==> src/sv/sda_pkg.sv <==
package sda_pkg;

   // Angle resolution and iteration count
   localparam int CORDIC_STEPS    = 16;
   localparam int ANGLE_FRAC_BITS = 6;
   localparam int TABLE_LEN       = 24;
   localparam int NUM_STEPS       = (CORDIC_STEPS < TABLE_LEN) ? CORDIC_STEPS : TABLE_LEN;

   // Field widths
   localparam int SENSOR_W  = 10;
   localparam int BEARING_W = 15;
   localparam int REQ_W     = 4 * SENSOR_W;
   localparam int RSP_W     = ((BEARING_W + 7) / 8) * 8;

   // Internal fixed-point formats
   localparam int SUM_W          = SENSOR_W + 2;   // signed difference of two pair sums
   localparam int PRESCALE_SHIFT = 12;
   localparam int XY_W           = SUM_W + PRESCALE_SHIFT + 4;
   localparam int ACC_FRAC       = 20;
   localparam int Z_W            = 30;
   localparam int T_W            = 31;
   localparam int RND_SHIFT      = ACC_FRAC - ANGLE_FRAC_BITS;

   typedef logic signed [SUM_W-1:0] sum_type;
   typedef logic signed [XY_W-1:0]  xy_type;
   typedef logic signed [Z_W-1:0]   z_type;
   typedef logic signed [T_W-1:0]   t_type;
   typedef logic        [T_W-1:0]   r_type;

   localparam z_type DEG90  = z_type'(90 * (2 ** ACC_FRAC));
   localparam t_type DEG270 = t_type'(270 * (2 ** ACC_FRAC));
   localparam t_type DEG360 = t_type'(360 * (2 ** ACC_FRAC));
   localparam r_type RND_HALF = r_type'(2 ** (RND_SHIFT - 1));
   localparam r_type BEARING_LIMIT = r_type'(360 * (2 ** ANGLE_FRAC_BITS));

   // atan(2^-i) in degrees times 2^20, rounded to nearest
   localparam z_type ATAN_TABLE [TABLE_LEN] = '{
      30'sd47185920, 30'sd27855475, 30'sd14718068, 30'sd7471121,
      30'sd3750058,  30'sd1876857,  30'sd938658,   30'sd469357,
      30'sd234682,   30'sd117342,   30'sd58671,    30'sd29335,
      30'sd14668,    30'sd7334,     30'sd3667,     30'sd1833,
      30'sd917,      30'sd458,      30'sd229,      30'sd115,
      30'sd57,       30'sd29,       30'sd14,       30'sd7
   };

endpackage

==> src/sv/sun_direction_angle.sv <==
// Sun bearing from four photodiode readings.
//
// Input channel (req_): one transaction carries the four 10-bit sensor
// readings. The block forms x = (b + c) - (a + d) and y = (a + b) - (c + d),
// finds the angle of (x, y) with an unrolled CORDIC vectoring pipeline and
// returns the clockwise bearing (270 - angle) mod 360 in degrees times 64.
// Result channel (rsp_): one transaction per input transaction, in order.
// rsp_tuser is the dark flag: both components zero, bearing then reads 0.
//
// Pipeline: NUM_STEPS + 4 register stages (20 with 16 CORDIC steps): sum
// stage, quadrant pre-rotation stage, one stage per CORDIC micro-rotation,
// wrap stage and rounding/output stage. Throughput: one transaction per
// cycle unless stalled; each stage holds one item.
// Stall: when the receiver holds rsp_tready low with a result pending, the
// whole pipeline freezes and req_tready drops; nothing is lost or repeated.
// Reset clears every valid bit; the pipeline comes up empty and ready.
module sun_direction_angle
   import sda_pkg::*;
(
   input  logic             clock,
   input  logic             reset,
   input  logic             req_tvalid,
   output logic             req_tready,
   input  logic [REQ_W-1:0] req_tdata,   // sensor_a, sensor_b, sensor_c, sensor_d
   output logic             rsp_tvalid,
   input  logic             rsp_tready,
   output logic [RSP_W-1:0] rsp_tdata,   // bearing, zero fill
   output logic             rsp_tuser    // dark
);

   // Global advance: the output register is empty or being drained
   logic advance;
   assign advance    = ~rsp_tvalid | rsp_tready;
   assign req_tready = advance;

   // ---------------------------------------------------------------------
   // Stage S: unpack and form the two signed sums
   // ---------------------------------------------------------------------
   logic [SENSOR_W-1:0] sensor_a, sensor_b, sensor_c, sensor_d;
   assign sensor_a = req_tdata[0*SENSOR_W +: SENSOR_W];
   assign sensor_b = req_tdata[1*SENSOR_W +: SENSOR_W];
   assign sensor_c = req_tdata[2*SENSOR_W +: SENSOR_W];
   assign sensor_d = req_tdata[3*SENSOR_W +: SENSOR_W];

   sum_type sum_x_in, sum_y_in;
   sum_type sum_x_ff, sum_y_ff;
   logic    sum_valid_ff;

   always_comb begin
      sum_x_in = sum_type'({2'b00, sensor_b}) + sum_type'({2'b00, sensor_c})
               - sum_type'({2'b00, sensor_a}) - sum_type'({2'b00, sensor_d});
      sum_y_in = sum_type'({2'b00, sensor_a}) + sum_type'({2'b00, sensor_b})
               - sum_type'({2'b00, sensor_c}) - sum_type'({2'b00, sensor_d});
   end

   always_ff @(posedge clock) begin
      if (reset) begin
         sum_valid_ff <= 1'b0;
      end else if (advance) begin
         sum_valid_ff <= req_tvalid;
      end
      if (advance) begin
         sum_x_ff <= sum_x_in;
         sum_y_ff <= sum_y_in;
      end
   end

   // ---------------------------------------------------------------------
   // CORDIC pipeline: entry 0 is the pre-rotated vector, entry k is the
   // vector after micro-rotation k-1
   // ---------------------------------------------------------------------
   xy_type cx_in    [NUM_STEPS+1];
   xy_type cy_in    [NUM_STEPS+1];
   z_type  cz_in    [NUM_STEPS+1];
   xy_type cx_ff    [NUM_STEPS+1];
   xy_type cy_ff    [NUM_STEPS+1];
   z_type  cz_ff    [NUM_STEPS+1];
   logic   cdark_ff [NUM_STEPS+1];
   logic   cvalid_ff[NUM_STEPS+1];

   // Pre-rotation: scale up, then fold the left half-plane by +/-90 degrees
   xy_type pre_x, pre_y;
   logic   pre_dark;

   always_comb begin
      pre_x    = xy_type'(sum_x_ff) <<< PRESCALE_SHIFT;
      pre_y    = xy_type'(sum_y_ff) <<< PRESCALE_SHIFT;
      pre_dark = (sum_x_ff == '0) && (sum_y_ff == '0);
      cx_in[0] = pre_x;
      cy_in[0] = pre_y;
      cz_in[0] = '0;
      if (pre_x < 0) begin
         if (pre_y >= 0) begin
            cx_in[0] = pre_y;
            cy_in[0] = -pre_x;
            cz_in[0] = DEG90;
         end else begin
            cx_in[0] = -pre_y;
            cy_in[0] = pre_x;
            cz_in[0] = -DEG90;
         end
      end
   end

   always_ff @(posedge clock) begin
      if (reset) begin
         cvalid_ff[0] <= 1'b0;
      end else if (advance) begin
         cvalid_ff[0] <= sum_valid_ff;
      end
      if (advance) begin
         cx_ff[0]    <= cx_in[0];
         cy_ff[0]    <= cy_in[0];
         cz_ff[0]    <= cz_in[0];
         cdark_ff[0] <= pre_dark;
      end
   end

   // One micro-rotation per stage; arithmetic shift gives floor rounding
   for (genvar k = 1; k <= NUM_STEPS; k++) begin : g_step
      always_comb begin
         if (cy_ff[k-1] > 0) begin
            cx_in[k] = cx_ff[k-1] + (cy_ff[k-1] >>> (k - 1));
            cy_in[k] = cy_ff[k-1] - (cx_ff[k-1] >>> (k - 1));
            cz_in[k] = cz_ff[k-1] + ATAN_TABLE[k-1];
         end else begin
            cx_in[k] = cx_ff[k-1] - (cy_ff[k-1] >>> (k - 1));
            cy_in[k] = cy_ff[k-1] + (cx_ff[k-1] >>> (k - 1));
            cz_in[k] = cz_ff[k-1] - ATAN_TABLE[k-1];
         end
      end

      always_ff @(posedge clock) begin
         if (reset) begin
            cvalid_ff[k] <= 1'b0;
         end else if (advance) begin
            cvalid_ff[k] <= cvalid_ff[k-1];
         end
         if (advance) begin
            cx_ff[k]    <= cx_in[k];
            cy_ff[k]    <= cy_in[k];
            cz_ff[k]    <= cz_in[k];
            cdark_ff[k] <= cdark_ff[k-1];
         end
      end
   end

   // ---------------------------------------------------------------------
   // Wrap stage: bearing = 270 - angle, folded into [0, 360)
   // ---------------------------------------------------------------------
   t_type turn_raw, turn_in, turn_ff;
   logic  turn_valid_ff, turn_dark_ff;

   always_comb begin
      turn_raw = DEG270 - t_type'(cz_ff[NUM_STEPS]);
      if (turn_raw < 0) begin
         turn_in = turn_raw + DEG360;
      end else if (turn_raw >= DEG360) begin
         turn_in = turn_raw - DEG360;
      end else begin
         turn_in = turn_raw;
      end
   end

   always_ff @(posedge clock) begin
      if (reset) begin
         turn_valid_ff <= 1'b0;
      end else if (advance) begin
         turn_valid_ff <= cvalid_ff[NUM_STEPS];
      end
      if (advance) begin
         turn_ff      <= turn_in;
         turn_dark_ff <= cdark_ff[NUM_STEPS];
      end
   end

   // ---------------------------------------------------------------------
   // Output stage: round half up to the output resolution, map 360 and dark to 0
   // ---------------------------------------------------------------------
   r_type                rnd_sum, rnd_val;
   logic [BEARING_W-1:0] bearing_in, bearing_ff;
   logic                 rsp_valid_ff, dark_ff;

   always_comb begin
      rnd_sum = r_type'(turn_ff) + RND_HALF;
      rnd_val = rnd_sum >> RND_SHIFT;
      if (turn_dark_ff || (rnd_val >= BEARING_LIMIT)) begin
         bearing_in = '0;
      end else begin
         bearing_in = rnd_val[BEARING_W-1:0];
      end
   end

   always_ff @(posedge clock) begin
      if (reset) begin
         rsp_valid_ff <= 1'b0;
      end else if (advance) begin
         rsp_valid_ff <= turn_valid_ff;
      end
      if (advance) begin
         bearing_ff <= bearing_in;
         dark_ff    <= turn_dark_ff;
      end
   end

   assign rsp_tvalid = rsp_valid_ff;
   assign rsp_tdata  = RSP_W'(bearing_ff);
   assign rsp_tuser  = dark_ff;

endmodule
==> config.mk <==
export PLATFORM = sky130hd
export DESIGN_NAME = sun_direction_angle
export DESIGN_NICKNAME = d
export VERILOG_FILES = /design/src/sv/sda_pkg.sv /design/src/sv/sun_direction_angle.sv
export SDC_FILE = /design/constraint.sdc
export NUM_CORES = 2
export LEC_CHECK = 0
export ABC_AREA = 1
export ABC_CLOCK_PERIOD_IN_PS = 39500
export BUFFER_PORTS_ARGS = -buffer_cell sky130_fd_sc_hd__buf_2
export CAP_MARGIN = 20
export CORE_ASPECT_RATIO = 1.1
export CORE_UTILIZATION = 40
export DETAILED_ROUTE_END_ITERATION = 10
export PLACE_DENSITY = 0.55
export REMOVE_ABC_BUFFERS = 1
export SLEW_MARGIN = 20
export SYNTH_ARGS = -nofsm -noshare
export SYNTH_HDL_FRONTEND = slang
export SYNTH_SLANG_ARGS = --single-unit
==> constraint.sdc <==
create_clock -name clock -period 39.5 [get_ports clock]
set_clock_uncertainty 0.05 [all_clocks]
set_input_delay 1.975 -clock clock [delete_from_list [all_inputs] [get_ports clock]]
set_output_delay 1.975 -clock clock [all_outputs]
set_load 0.03 [all_outputs]
==> Flow_metrics.wiki <==
{| class="wikitable"
! Metric !! Value
|-
| Footprint of the flip-flops and latches || 0.0380 mm2
|-
| Clock period minus worst slack || about 6200 ps
|-
| Most frequent standard cell in the layout excluding fill and tap cells || sky130_fd_sc_hd__nand2_1
|-
| Buffers on Ports || roughly 60
|-
| Initial antenna violation count || 3
|-
| GRT met1 Usage || 24.6%
|-
| Slew Limit Fails || 0
|-
| Initial drt markers || around 5000
|-
| Chip width || ~500 um
|-
| Cells after synthesis || between 10000 and 15000
|-
| Via count || between 80000 and 90000
|-
| Placer's final routability congestion estimate || ~0.93
|-
| Reg clk slew, reported paths || roughly 50 ps
|-
| Fin Setup TNS || 0 ps
|-
| Transition time at the pin with the least slew margin || roughly 1000 ps
|-
| Maximum number of pins on one net before global-route repair || 156
|-
| Vias in the first global route || approximately 86000
|-
| Synthesis-to-finish area growth || 8.87%
|-
| Number of buffers inserted to repair setup after CTS || 0
|-
| Number of unique standard cell types used by synthesis || between 70 and 80
|-
| Clock sink total || ~1300
|-
| Multi-input gate area || about 0.064 mm2
|-
| Seq cells post-synth || approximately 1300
|-
| Ys async rst share || 0%
|-
| Slew HR || a little under a third
|-
| Clock buffers created by TritonCTS || 163
|-
| Detailed Routing Iterations Pass 1 || 7
|-
| Std-Cell Rows || 200
|-
| Outcome || completed
|-
| Met2 track demand over resource in global routing || just under 40%
|-
| Average wire per standard cell || approximately 17 um
|-
| Sequential cell area fraction in the yosys report || 35.0%
|-
| Max Fclk || ~160 MHz
|-
| Dominant register cell in the synthesized netlist || sky130_fd_sc_hd__edfxtp_1
|-
| DR DRC count || 0
|-
| Routed wire length || just under 300000 um
|-
| Area enclosed by the die boundary || around 0.27 mm2
|-
| Filler Cells Inserted || 27218
|-
| Vertical extent of the die || approximately 550 um
|-
| Max H-tree Level || 4
|-
| Mean Syn Cell Area || about 8.3 um2
|-
| Setup repair after global routing missed its margin || false
|-
| Overall global routing resource usage || approximately a fifth
|-
| Hold Path Depth || 0
|-
| Critical path start-end classification || input pin to register
|-
| Endpoint required time on the critical path || roughly 40000 ps
|-
| Most heavily used metal layer in global routing || met2
|-
| Period utilization || between 10% and 20%
|-
| Total number of nets in the final design || between 10000 and 15000
|-
| Synthesis warning total || 0
|-
| # setup viols final || 0
|-
| Type of origin of the critical path || input pin
|-
| Initial Utilization || approximately 40%
|-
| Number of vias per cell after detailed routing || slightly above 5
|-
| Count of maximum capacitance violations || 0
|-
| Final hold vios || 0
|-
| Final HPWL DP || approximately 240000 um
|-
| Commonest non-fill, non-tap cells in the layout || sky130_fd_sc_hd__nand2_1 (2292), sky130_fd_sc_hd__inv_1 (1584), sky130_fd_sc_hd__nor2_1 (1352)
|-
| CTS tree || built
|-
| Number of gates resized after cts || 0
|-
| Number of enable flip-flop cells after synthesis || around 1300
|-
| Root buffer cell || sky130_fd_sc_hd__clkbuf_16
|-
| Share of final-layout standard cells stronger than drive strength 1 || 3.39%
|-
| Total congestion overflow after global routing || 0
|-
| Max Root-Sink Buffers || 4
|-
| Largest fanout of any net on the critical path || 96
|-
| CP endpoint kind || register
|-
| Number of hold buffers added after cts || 0
|-
| Skew-Pair Late Insertion Delay || 850 ps
|-
| Cell count of the worst reg-to-reg path || 18
|-
| Number of top-level pins || 63
|-
| First-pass GRT wire length || between 400000 and 500000 um
|-
| Crit path arrival time || between 6000 and 7000 ps
|-
| Area of the mapped netlist || 0.109 mm2
|-
| ANT nets after route || 0
|-
| Met3 Track Usage GR || between 2 and 2.5%
|-
| Kind of path behind the tightest hold check || register to register
|-
| Core box area || 0.270 mm2
|}
==> area by class of cell <==
type / count / share of cell area (%)
Multi-Input combinational cell: 10143 / 54.3
Sequential cell: 1268 / 32.1
Inverter: 1617 / 5.13
Timing Repair Buffer: 100 / 0.515
Tap cell: 3535 / 3.73
Clock buffer: 193 / 3.54
Clock inverter: 87 / 0.669
Antenna cell: 2 / 0.00422
==> kinds of logic (layout without fill, tap and decap cells) <==
family	Yosys count	after routing	share of synthesized area (%)
muxes	4	4	0.0368
buffers and inverters	1702	1997	5.95
AOI/OAI and AO/OA	2728	2728	14.3
other	1	6	0.00345
and+or+nand+nor	4667	4667	17.9
xor gates and xnor gates	1513	1513	12.2
adders and majority gates	1227	1227	14.7
DFF	1268	1268	35.0
==> final timing paths <==
check	slack, ps	startpoint	endpoint
setup / recovery	33250	rsp_tready	sum_x_ff[6]
hold / removal	360	cdark_ff[13]	cdark_ff[14]
setup reg to reg	33780	cy_ff[0][363]	cy_ff[0][389]
hold reg to reg	360	cdark_ff[13]	cdark_ff[14]
==> routing by layer <==
metal	wire, um	up-vias	part of all wire, %
met5	0	-	0
met4	9990	0	3.5
met3	9560	419	3.3
met2	146000	1442	51
met1	123000	40267	43
li1	-	45250	-
==> per-stage QoR <==
step / hold slack, ps / setup slack [ps] / cells / area (um2) / util (%)
global placement: 351 / 32340 / 16663 / 113000 / 42.0
global route: 373 / 32830 / 16945 / 118000 / 43.8
finish: 362 / 33250 / 16945 / 118000 / 43.8
detailed placement: 356 / 32340 / 16663 / 113000 / 42.0
CTS: 368 / 33230 / 16943 / 118000 / 43.8
floorplan: 350 / 4870 / 13028 / 108000 / -
==> sequential cells by signal, summed over array words and instances (netlist names), 12 cells and up <==
name	flops
sum_x_ff	12
sum_y_ff	12
cy_ff	394
cvalid_ff	17
bearing_ff	15
turn_ff	18
cdark_ff	17
cz_ff	429
cx_ff	349
==> Yosys cell counts (5+ instances only) <==
| cell type | n | area [um2] |
|---|---|---|
| sky130_fd_sc_hd__a211oi_1 | 35 | 263 |
| sky130_fd_sc_hd__a21boi_0 | 124 | 931 |
| sky130_fd_sc_hd__a21o_1 | 51 | 383 |
| sky130_fd_sc_hd__a21oi_1 | 1250 | 6260 |
| sky130_fd_sc_hd__a221oi_1 | 27 | 236 |
| sky130_fd_sc_hd__a31oi_1 | 116 | 726 |
| sky130_fd_sc_hd__and2_1 | 5 | 31.3 |
| sky130_fd_sc_hd__and3_1 | 6 | 37.5 |
| sky130_fd_sc_hd__buf_2 | 32 | 160 |
| sky130_fd_sc_hd__clkbuf_1 | 42 | 158 |
| sky130_fd_sc_hd__edfxtp_1 | 1265 | 38000 |
| sky130_fd_sc_hd__fa_1 | 80 | 1600 |
| sky130_fd_sc_hd__ha_1 | 1147 | 14400 |
| sky130_fd_sc_hd__inv_1 | 1585 | 5950 |
| sky130_fd_sc_hd__inv_2 | 26 | 97.6 |
| sky130_fd_sc_hd__nand2_1 | 2296 | 8620 |
| sky130_fd_sc_hd__nand2_2 | 23 | 144 |
| sky130_fd_sc_hd__nand2_4 | 5 | 56.3 |
| sky130_fd_sc_hd__nand3_1 | 453 | 2270 |
| sky130_fd_sc_hd__nand3_2 | 8 | 80.1 |
| sky130_fd_sc_hd__nand3b_1 | 23 | 173 |
| sky130_fd_sc_hd__nand4_1 | 137 | 857 |
| sky130_fd_sc_hd__nor2_1 | 1352 | 5070 |
| sky130_fd_sc_hd__nor2_2 | 11 | 68.8 |
| sky130_fd_sc_hd__nor2_4 | 5 | 56.3 |
| sky130_fd_sc_hd__nor3_1 | 231 | 1160 |
| sky130_fd_sc_hd__nor3_2 | 7 | 70.1 |
| sky130_fd_sc_hd__nor3b_1 | 5 | 37.5 |
| sky130_fd_sc_hd__nor4_1 | 67 | 419 |
| sky130_fd_sc_hd__o2111ai_1 | 40 | 350 |
| sky130_fd_sc_hd__o211ai_1 | 25 | 188 |
| sky130_fd_sc_hd__o21a_1 | 111 | 833 |
| sky130_fd_sc_hd__o21ai_0 | 666 | 3330 |
| sky130_fd_sc_hd__o21ai_1 | 41 | 205 |
| sky130_fd_sc_hd__o21ai_2 | 6 | 52.6 |
| sky130_fd_sc_hd__o21bai_1 | 161 | 1210 |
| sky130_fd_sc_hd__o221ai_1 | 9 | 78.8 |
| sky130_fd_sc_hd__o31ai_1 | 37 | 278 |
| sky130_fd_sc_hd__or2_1 | 5 | 31.3 |
| sky130_fd_sc_hd__or2_2 | 20 | 125 |
| sky130_fd_sc_hd__xnor2_1 | 489 | 4280 |
| sky130_fd_sc_hd__xor2_1 | 1024 | 8970 |
==> worst max-delay path, cell delays in order <==
cell                     delay [ps]
sky130_fd_sc_hd__buf_2           70
sky130_fd_sc_hd__nor2_1          90
sky130_fd_sc_hd__inv_8          390
sky130_fd_sc_hd__buf_4          760
sky130_fd_sc_hd__buf_4          700
sky130_fd_sc_hd__buf_4          740
sky130_fd_sc_hd__buf_4          770
sky130_fd_sc_hd__buf_4          750
Power is left out: the tool's default activity adds up to more than one toggle a clock period on the data nets, which glitch-free logic cannot reach.
